`config.mk`:
```
export PLATFORM = sky130hd
export DESIGN_NAME = numeric_format_and_endian_converter_core
export DESIGN_NICKNAME = d
export VERILOG_FILES = /design/src/design/nfec_pkg.sv /design/src/design/numeric_format_and_endian_converter_core.sv
export SDC_FILE = /design/constraint.sdc
export NUM_CORES = 2
export LEC_CHECK = 0
export ABC_AREA = 1
export BUFFER_PORTS_ARGS = -buffer_cell sky130_fd_sc_hd__buf_2
export CORE_ASPECT_RATIO = 1.2
export CORE_MARGIN = 2
export CORE_UTILIZATION = 57
export DETAILED_ROUTE_END_ITERATION = 16
export MAX_ROUTING_LAYER = met4
export PLACE_DENSITY = 0.78
export REMOVE_ABC_BUFFERS = 1
export SLEW_MARGIN = 30
export SYNTH_ARGS = -nofsm -noshare
export SYNTH_HDL_FRONTEND = slang
export SYNTH_SLANG_ARGS = --single-unit
```
`constraint.sdc`:
```
create_clock -name clk -period 7.35 [get_ports clk]
set_input_delay 0.3675 -clock clk [delete_from_list [all_inputs] [get_ports clk]]
set_output_delay 0.3675 -clock clk [all_outputs]
set_load 0.02 [all_outputs]
```
`src/design/nfec_pkg.sv`:
```
`timescale 1ns / 1ps
// Shared types, type codes and byte helpers for the numeric format converter.
// No dependencies.
package nfec_pkg;

  typedef enum logic [2:0] {
    SI8  = 3'd0,
    SI16 = 3'd1,
    SI32 = 3'd2,
    UI8  = 3'd3,
    UI16 = 3'd4,
    UI32 = 3'd5,
    F32  = 3'd6,
    F64  = 3'd7
  } num_type_t;

  // register indexes on the config port
  localparam logic [1:0] REG_IN_TYPE  = 2'd0;
  localparam logic [1:0] REG_IN_BE    = 2'd1;
  localparam logic [1:0] REG_OUT_TYPE = 2'd2;
  localparam logic [1:0] REG_OUT_BE   = 2'd3;

  typedef struct packed {
    logic [63:0] raw_word;
    logic        last_in;
  } src_item_t;

  typedef struct packed {
    logic [63:0] converted_word;
    logic        clipped;
    logic        last_out;
  } dst_item_t;

  // element size in bytes
  function automatic logic [3:0] type_bytes(input num_type_t t);
    logic [3:0] n;
    case (t)
      SI8, UI8:         n = 4'd1;
      SI16, UI16:       n = 4'd2;
      SI32, UI32, F32:  n = 4'd4;
      default:          n = 4'd8;
    endcase
    return n;
  endfunction

  // keep the low n bytes, zero the rest
  function automatic logic [63:0] lane_mask(input logic [63:0] v, input logic [3:0] n);
    logic [63:0] r;
    case (n)
      4'd1:    r = {56'd0, v[7:0]};
      4'd2:    r = {48'd0, v[15:0]};
      4'd4:    r = {32'd0, v[31:0]};
      default: r = v;
    endcase
    return r;
  endfunction

  // reverse the low n bytes
  function automatic logic [63:0] swap_bytes(input logic [63:0] v, input logic [3:0] n);
    logic [63:0] r;
    case (n)
      4'd1:    r = {56'd0, v[7:0]};
      4'd2:    r = {48'd0, v[7:0], v[15:8]};
      4'd4:    r = {32'd0, v[7:0], v[15:8], v[23:16], v[31:24]};
      default: r = {v[7:0], v[15:8], v[23:16], v[31:24],
                    v[39:32], v[47:40], v[55:48], v[63:56]};
    endcase
    return r;
  endfunction

  function automatic logic [4:0] lzc32(input logic [31:0] v);
    logic [4:0] c;
    logic       found;
    c = 5'd31;
    found = 1'b0;
    for (int i = 31; i >= 0; i--) begin
      if (!found && v[i]) begin
        c = 5'(31 - i);
        found = 1'b1;
      end
    end
    return c;
  endfunction

endpackage

```
`src/design/numeric_format_and_endian_converter_core.sv`:
```
`timescale 1ns / 1ps
// Numeric format and byte-order converter, four-stage pipeline.
// Depends on nfec_pkg.
//
// Converts one element per transaction between int8/16/32, uint8/16/32, float32
// and float64, with independent input and output byte order, by C conversion
// rules (integer wrap, round-to-nearest-even into floats, truncation into
// integers, saturation plus the clipped flag for out-of-range or NaN float to
// integer). A transaction can enter every clock while dst is not stalled. The
// result passes through four registered stages: byte order, widening to a
// float64 form (normalize count), shift/round prep, round/saturate plus output
// byte order. Bubbles collapse and a stall on dst holds everything in place.
// Write the four config registers (byte addresses 0, 4, 8, 12) only while idle.
module numeric_format_and_endian_converter_core import nfec_pkg::*; (
  input  logic        clk,
  input  logic        rst,
  input  logic        src_valid,
  output logic        src_stall,
  input  src_item_t   src_data,
  output logic        dst_valid,
  input  logic        dst_stall,
  output dst_item_t   dst_data,
  input  logic        psel,
  input  logic        penable,
  input  logic        pwrite,
  input  logic [3:0]  paddr,
  input  logic [31:0] pwdata,
  output logic [31:0] prdata,
  output logic        pready
);

  // ---------------- configuration ----------------
  num_type_t in_type, out_type;
  logic      in_big_endian, out_big_endian;

  assign pready = 1'b1;

  always_ff @(posedge clk) begin
    if (rst) begin
      in_type        <= SI8;
      out_type       <= SI8;
      in_big_endian  <= 1'b0;
      out_big_endian <= 1'b0;
    end else if (psel && penable && pwrite) begin
      case (paddr[3:2])
        REG_IN_TYPE:  in_type        <= num_type_t'(pwdata[2:0]);
        REG_IN_BE:    in_big_endian  <= pwdata[0];
        REG_OUT_TYPE: out_type       <= num_type_t'(pwdata[2:0]);
        REG_OUT_BE:   out_big_endian <= pwdata[0];
        default: ;
      endcase
    end
  end

  always_comb begin
    case (paddr[3:2])
      REG_IN_TYPE:  prdata = {29'd0, in_type};
      REG_IN_BE:    prdata = {31'd0, in_big_endian};
      REG_OUT_TYPE: prdata = {29'd0, out_type};
      REG_OUT_BE:   prdata = {31'd0, out_big_endian};
      default:      prdata = 32'd0;
    endcase
  end

  logic [3:0] nin, nout;
  logic       in_float, out_float;
  assign nin       = type_bytes(in_type);
  assign nout      = type_bytes(out_type);
  assign in_float  = (in_type == F32) || (in_type == F64);
  assign out_float = (out_type == F32) || (out_type == F64);

  // ---------------- handshake: per-stage ready, bubbles collapse ----------------
  logic v1, v2, v3;
  logic rdy1, rdy2, rdy3, out_rdy;
  assign out_rdy   = !dst_valid || !dst_stall;
  assign rdy3      = !v3 || out_rdy;
  assign rdy2      = !v2 || rdy3;
  assign rdy1      = !v1 || rdy2;
  assign src_stall = !rdy1;

  always_ff @(posedge clk) begin
    if (rst) begin
      v1 <= 1'b0; v2 <= 1'b0; v3 <= 1'b0; dst_valid <= 1'b0;
    end else begin
      if (rdy1)    v1 <= src_valid;
      if (rdy2)    v2 <= v1;
      if (rdy3)    v3 <= v2;
      if (out_rdy) dst_valid <= v3;
    end
  end

  // ---------------- stage 1: mask and input byte order ----------------
  logic [63:0] s1_v;
  logic        s1_last;
  logic [63:0] s1_v_next;

  always_comb begin
    s1_v_next = lane_mask(src_data.raw_word, nin);
    if (in_big_endian) s1_v_next = swap_bytes(s1_v_next, nin);
  end

  always_ff @(posedge clk) begin
    if (src_valid && rdy1) begin
      s1_v    <= s1_v_next;
      s1_last <= src_data.last_in;
    end
  end

  // ---------------- stage 2: integer value and float64 form ----------------
  logic [63:0]        s2_v, s2_fb;
  logic signed [32:0] s2_ival;
  logic               s2_last;
  logic [63:0]        fb_next;
  logic signed [32:0] ival_next;

  always_comb begin
    logic [31:0] mag, sub_man;
    logic [4:0]  lz, slz;
    logic        neg;
    logic [31:0] fr;
    logic [22:0] sman;
    logic [10:0] sexp;
    case (in_type)
      SI8:     ival_next = 33'(signed'(s1_v[7:0]));
      SI16:    ival_next = 33'(signed'(s1_v[15:0]));
      SI32:    ival_next = 33'(signed'(s1_v[31:0]));
      default: ival_next = signed'({1'b0, s1_v[31:0]});
    endcase
    neg = ival_next[32];
    mag = neg ? 32'(-ival_next) : ival_next[31:0];
    lz  = lzc32(mag);
    fr  = mag << lz;
    // float32 subnormal normalization
    sub_man = {9'd0, s1_v[22:0]};
    slz     = lzc32(sub_man);
    sman    = 23'(sub_man << (slz - 5'd8));
    sexp    = 11'd874 + 11'(5'd31 - slz);
    case (in_type)
      F64: fb_next = s1_v;
      F32: begin
        if (s1_v[30:23] == 8'hff) begin
          if (s1_v[22:0] != 23'd0)
            fb_next = {s1_v[31], 11'h7ff, 1'b1, s1_v[21:0], 29'd0};
          else
            fb_next = {s1_v[31], 11'h7ff, 52'd0};
        end else if (s1_v[30:23] == 8'd0) begin
          if (s1_v[22:0] == 23'd0) fb_next = {s1_v[31], 63'd0};
          else                     fb_next = {s1_v[31], sexp, sman, 29'd0};
        end else begin
          fb_next = {s1_v[31], 11'(s1_v[30:23]) + 11'd896, s1_v[22:0], 29'd0};
        end
      end
      default: begin
        if (mag == 32'd0) fb_next = 64'd0;
        else fb_next = {neg, 11'd1023 + 11'(5'd31 - lz), fr[30:0], 21'd0};
      end
    endcase
  end

  always_ff @(posedge clk) begin
    if (v1 && rdy2) begin
      s2_v    <= s1_v;
      s2_fb   <= fb_next;
      s2_ival <= ival_next;
      s2_last <= s1_last;
    end
  end

  // ---------------- stage 3: shift and round prep ----------------
  logic [63:0]        s3_v, s3_fb;
  logic signed [32:0] s3_ival;
  logic               s3_last;
  logic [40:0]        s3_ipart;
  logic               s3_nan, s3_inf, s3_big, s3_sign;
  logic               s3_sp;       // float32 result fixed here
  logic [31:0]        s3_spval;
  logic [23:0]        s3_q;
  logic               s3_rup;
  logic [10:0]        s3_ebias;

  logic [40:0] ipart_next;
  logic        nan_next, inf_next, big_next, sp_next, rup_next;
  logic [31:0] spval_next;
  logic [23:0] q_next;
  logic [10:0] ebias_next;

  always_comb begin
    logic [10:0] ex;
    logic [51:0] man;
    logic [52:0] m;
    logic [5:0]  sh, ish;
    logic        normal;
    logic [63:0] mq, gmask;
    ex  = s2_fb[62:52];
    man = s2_fb[51:0];
    m   = {ex != 11'd0, man};
    nan_next = (ex == 11'h7ff) && (man != 52'd0);
    inf_next = (ex == 11'h7ff) && (man == 52'd0);
    big_next = (ex > 11'd1063);
    ish = 6'(11'd1075 - ex);
    if (ex < 11'd1023 || big_next) ipart_next = 41'd0;
    else ipart_next = 41'(m >> ish);
    // float64 -> float32 rounding prep
    normal = (ex >= 11'd897);
    sh     = normal ? 6'd29 : 6'(11'd926 - ex);
    mq     = 64'(m) >> sh;
    gmask  = (64'd1 << (sh - 6'd1)) - 64'd1;
    q_next = mq[23:0];
    rup_next = ((64'(m) >> (sh - 6'd1)) & 64'd1) != 64'd0 &&
               (((64'(m) & gmask) != 64'd0) || mq[0]);
    ebias_next = normal ? (ex - 11'd897) : 11'd0;
    sp_next    = 1'b1;
    if (nan_next)           spval_next = {s2_fb[63], 8'hff, 1'b1, man[50:29]};
    else if (inf_next)      spval_next = {s2_fb[63], 8'hff, 23'd0};
    else if (ex < 11'd866)  spval_next = {s2_fb[63], 31'd0};
    else begin
      spval_next = {s2_fb[63], 31'd0};
      sp_next    = 1'b0;
    end
  end

  always_ff @(posedge clk) begin
    if (v2 && rdy3) begin
      s3_v     <= s2_v;
      s3_fb    <= s2_fb;
      s3_ival  <= s2_ival;
      s3_last  <= s2_last;
      s3_ipart <= ipart_next;
      s3_nan   <= nan_next;
      s3_inf   <= inf_next;
      s3_big   <= big_next;
      s3_sign  <= s2_fb[63];
      s3_sp    <= sp_next;
      s3_spval <= spval_next;
      s3_q     <= q_next;
      s3_rup   <= rup_next;
      s3_ebias <= ebias_next;
    end
  end

  // ---------------- stage 4: round, saturate, output byte order ----------------
  dst_item_t dst_next;

  always_comb begin
    logic [33:0] sum;
    logic [31:0] f32;
    logic [63:0] res;
    logic        clip, sgn, huge;
    logic [5:0]  w;
    logic [40:0] lim, ulim;
    sum = {s3_ebias, 23'd0} + 34'(s3_q) + 34'(s3_rup);
    if (s3_sp) f32 = s3_spval;
    else if (sum >= 34'h7f800000) f32 = {s3_sign, 8'hff, 23'd0};
    else f32 = {s3_sign, sum[30:0]};

    w    = 6'(8 * nout);
    sgn  = (out_type == SI8) || (out_type == SI16) || (out_type == SI32);
    lim  = 41'd1 << (w - 6'd1);
    ulim = 41'd1 << w;
    huge = s3_inf || s3_big;
    clip = 1'b0;
    if (out_float) begin
      if (in_float && in_type == out_type) res = s3_v;
      else if (out_type == F64)            res = s3_fb;
      else                                  res = {32'd0, f32};
    end else if (!in_float) begin
      res = 64'(s3_ival);
    end else if (s3_nan) begin
      res  = 64'd0;
      clip = 1'b1;
    end else if (sgn) begin
      if (!s3_sign && (huge || s3_ipart >= lim)) begin
        res  = 64'(lim - 41'd1);
        clip = 1'b1;
      end else if (s3_sign && (huge || s3_ipart >= lim + 41'd1)) begin
        res  = 64'd0 - 64'(lim);
        clip = 1'b1;
      end else begin
        res = s3_sign ? 64'd0 - 64'(s3_ipart) : 64'(s3_ipart);
      end
    end else begin
      if (!s3_sign && (huge || s3_ipart >= ulim)) begin
        res  = 64'(ulim - 41'd1);
        clip = 1'b1;
      end else if (s3_sign && (huge || s3_ipart != 41'd0)) begin
        res  = 64'd0;
        clip = 1'b1;
      end else begin
        res = s3_sign ? 64'd0 : 64'(s3_ipart);
      end
    end
    res = lane_mask(res, nout);
    if (out_big_endian) res = swap_bytes(res, nout);
    dst_next.converted_word = res;
    dst_next.clipped        = clip;
    dst_next.last_out       = s3_last;
  end

  always_ff @(posedge clk) begin
    if (v3 && out_rdy) dst_data <= dst_next;
  end

  // ---------------- assertions ----------------
  a_clip_only_float_to_int: assert property (@(posedge clk) disable iff (rst)
    dst_valid && dst_data.clipped |-> in_float && !out_float)
    else $error("clipped set on a conversion that is not float to integer");

  a_narrow_upper_zero: assert property (@(posedge clk) disable iff (rst)
    dst_valid && (out_type == SI8 || out_type == UI8) |->
      dst_data.converted_word[63:8] == 56'd0)
    else $error("upper lanes not zero for a one-byte output");

  a_reset_empty: assert property (@(posedge clk)
    rst |=> !dst_valid && !v1 && !v2 && !v3)
    else $error("pipeline not empty after reset");

endmodule
```
==> flow_metrics.env <==
export IMPL_core_mm2=0.06858
export IMPL_startpoint_type="flop"
export IMPL_avgViaCountPerCell=6.496
export IMPL_grt_pass1_vias=37249
export IMPL_die_width_um=244.6
export IMPL_r2r_end="dst_data[15]"
export IMPL_die_area_mm2=0.07159
export IMPL_vias=41514
export IMPL_pwr_share_seq_pct=43.8
export IMPL_synth_main_ff_cell="edfxtp_1"
export IMPL_syn_to_final_growth_pct=8.586
export IMPL_clk_latency_ns=0.68
export IMPL_worstMarginPinSlew_ns=1.141
export IMPL_firstDrtPassIters=17
export IMPL_synth_edf_count=544
export IMPL_internal_power_w=0.005886
export IMPL_finalMaxSlewViolations=0
export IMPL_cts_resized=0
export IMPL_synth_warning_count=0
export IMPL_hold_class="primary input to flop"
export IMPL_initial_utilization_pct=57.73
export IMPL_combinationalPowerShare_pct=20.4
export IMPL_drv_cap=0
export IMPL_arrival_ns=6.79
export IMPL_regToRegSetupSlack_ns=0.96
export IMPL_cp_slowest_stage_delay_ns=0.66
export IMPL_antenna_found_initial=3
export IMPL_grt_overflow=0
export IMPL_clock_skew_ns=0.04753
export IMPL_peakVddDrop_uv=208.4
export IMPL_max_slew_margin_pct=23.16
export IMPL_final_hold_viol_count=0
export IMPL_drt_iter0_markers=6328
export IMPL_timing_fmax_mhz=156.5
export IMPL_register_area_mm2=0.01658
export IMPL_grt_pass1_wl_mm=241.7
export IMPL_fin_ws_ns=0.9609
export IMPL_io_buffer_count=147
export IMPL_holdBufCountCts=2
export IMPL_endpoint_kind="flop"
export IMPL_cts_buffer_depth=3
export IMPL_drc=0
export IMPL_cp_required_ns=7.75
export IMPL_place_gp_congestion=1.126
export IMPL_grtUsageTotal_pct=47.26
export IMPL_drive_gt1_share_pct=8.268
export IMPL_place_area_mm2=0.04093
export IMPL_fin_crit_ns=6.389
export IMPL_core_rowCount=105
export IMPL_timing_rr_start="out_type[0]"
export IMPL_synth_seq_cells=556
export IMPL_reg2reg_depth=28
export IMPL_grt_setup_unrepaired="false"
export IMPL_critPathSlowestCell="nor2_1"
export IMPL_fin_area_mm2=0.04299
export IMPL_setup_violations=0
export IMPL_finish_utilization_pct=62.69
export IMPL_crit_path_end="dst_data[15]"
export IMPL_cp_max_fo=16
export IMPL_root_buffer="clkbuf_16"
export IMPL_cts_buffers=57
export IMPL_post_cts_setup_buffers=0
export IMPL_synth_area_mm2=0.03959
export IMPL_layout_nets=5575
export IMPL_yosys_cell_types_count=69
export IMPL_switchingPower_w=0.002852
export IMPL_wire_per_inst_um=26.29
export IMPL_cts_clk_slew_worst_paths_ns=0.06
export IMPL_drt_wl_total_mm=168.0
export IMPL_ios=209
export IMPL_htree_levels=2
export IMPL_grt_max_degree=197
export IMPL_cts_num_sinks=556
export IMPL_power_w=0.008738
export IMPL_fillCellCount=6242
export IMPL_status="complete, no violations"
export IMPL_switching_share_pct=32.64
export IMPL_critPathKind="flop to flop"
export IMPL_ant_nets=0
export IMPL_cp_common_cell="nand2_1"
export IMPL_cts_tree="yes"
export IMPL_pre_cts_slack_ns=1.331
export IMPL_yosysSeqAreaShare_pct=41.87
export IMPL_hpwl_mm=125.3
export IMPL_synth_area_per_cell_um2=7.303
export IMPL_multi_input_area_mm2=0.01984
export IMPL_dieHeight_um=292.7
export IMPL_power_density_mw_per_mm2=203.3
export IMPL_p_clk_share_pct=35.8
export IMPL_synthesis_instances=5421
export IMPL_post_route_period_util_pct=86.93
export IMPL_ys_async_sr_fraction_pct=0
export IMPL_startpoint="out_type[0]"
export IMPL_leakage_nw=17.79
## per-stage QoR
stage / cells / TNS, ns / hold WS [ns]
after global placement: 6279 / 0 / 0.4003
after CTS: 6387 / 0 / 0.01822
final: 6391 / 0 / 0.03338
after global routing: 6390 / 0 / 0.02872
after detailed placement: 6279 / 0 / 0.4045
after floorplan: 5139 / -72.39 / 0.4003
## cells by family (layout without fill, tap and decap cells)
logic type                 Yosys count  after routing  share of synthesized area [%]
AOI/OAI and AO/OA                 1173           1173                          16.85
xor gates and xnor gates            78             78                          1.744
adders and majority gates           35             35                          1.106
buffers and inverters              839            869                          8.444
DFF                                556            556                          41.87
muxes                               40             40                          1.011
other                                2             33                        0.01897
and+or+nand+nor                   2698           2698                          28.96
## per-layer routing
metal | up-vias | GRT usage (%) | part of all wire, %
li1 | 18541 | - | -
met1 | 19123 | 57.83 | 35
met2 | 3094 | 70.93 | 44
met3 | 756 | 8.200 | 12
met4 | 0 | 33.54 | 9.3
met5 | - | - | 0
## power groups by stage
stage	Clock [W]	Sequential, W	Combinational (W)
after CTS	0.00312	0.00381	0.00171
final	0.00312	0.00383	0.00178
after global placement	0	0.00387	0.00169
after global routing	0.00322	0.00382	0.00191
after detailed placement	0	0.00387	0.00170
after floorplan	0	0.00381	0.00104
## flip-flops by register name, summed over array words and instances, names as in the netlist, 3 cells and up
register	count
s2_fb	64
s3_fb	64
s3_ebias	11
s3_spval	24
s3_v	64
in_type	3
s3_q	24
s2_v	64
s2_ival	25
dst_data	66
out_type	3
s3_ipart	41
s3_ival	25
s1_v	64
## placed cells by master (no fill, tap or decap), types with 34 or more instances in the layout
cell type / synthesis / layout
nand2_1: 1385 / 1385
o21ai_0: 651 / 646
nor2_1: 566 / 561
edfxtp_1: 544 / 544
nand3_1: 483 / 482
inv_1: 484 / 481
a21oi_1: 198 / 197
buf_2: 23 / 147
buf_4: 36 / 82
nand4_1: 72 / 72
nor3_1: 67 / 67
o211ai_1: 66 / 66
xor2_1: 59 / 59
clkbuf_16: 0 / 57
o22ai_1: 42 / 42
mux2i_1: 40 / 40
ha_1: 35 / 35
inv_2: 31 / 34
## worst max-delay path, delay by kind of cell, from the launching register on
| family | cells | cell delay [ns] |
|---|---|---|
| AOI/OAI and AO/OA | 9 | 1.62 |
| adders and majority gates | 1 | 0.34 |
| buffers and inverters | 6 | 1.21 |
| DFF | 1 | 0.40 |
| and+or+nand+nor | 12 | 2.55 |
## Yosys cell counts (59+ instances only)
cell / instances / share of area (%)
nand2_1: 1385 / 13
o21ai_0: 651 / 8.2
nor2_1: 566 / 5.4
edfxtp_1: 544 / 41
inv_1: 484 / 4.6
nand3_1: 483 / 6.1
a21oi_1: 198 / 2.5
clkbuf_1: 192 / 1.8
nand4_1: 72 / 1.1
nor3_1: 67 / 0.85
o211ai_1: 66 / 1.3
xor2_1: 59 / 1.3
## area by class of cell
type                       count  area share [%]
multi-input combinational   4054           46.15
sequential                   556           38.56
inverter                     529           4.636
clock buffer                  66           3.443
timing repair buffer         234           3.327
tap                          909           2.646
clock inverter                40           1.217
antenna                        3         0.01746
## worst min path at each step
stage | end | cells past startpoint | slack (ns) | from
detailed placement | s3_ival[19] | 0 | 0.40 | s2_ival[19]
finish | dst_valid | 3 | 0.03 | dst_stall
CTS | dst_valid | 3 | 0.02 | dst_stall
floorplan | dst_data[0] | 0 | 0.40 | s3_last
global placement | s3_last | 0 | 0.40 | s2_last
global route | out_type[1] | 3 | 0.03 | pwdata[1]
No activity file was read; power rests on OpenSTA's default activity.
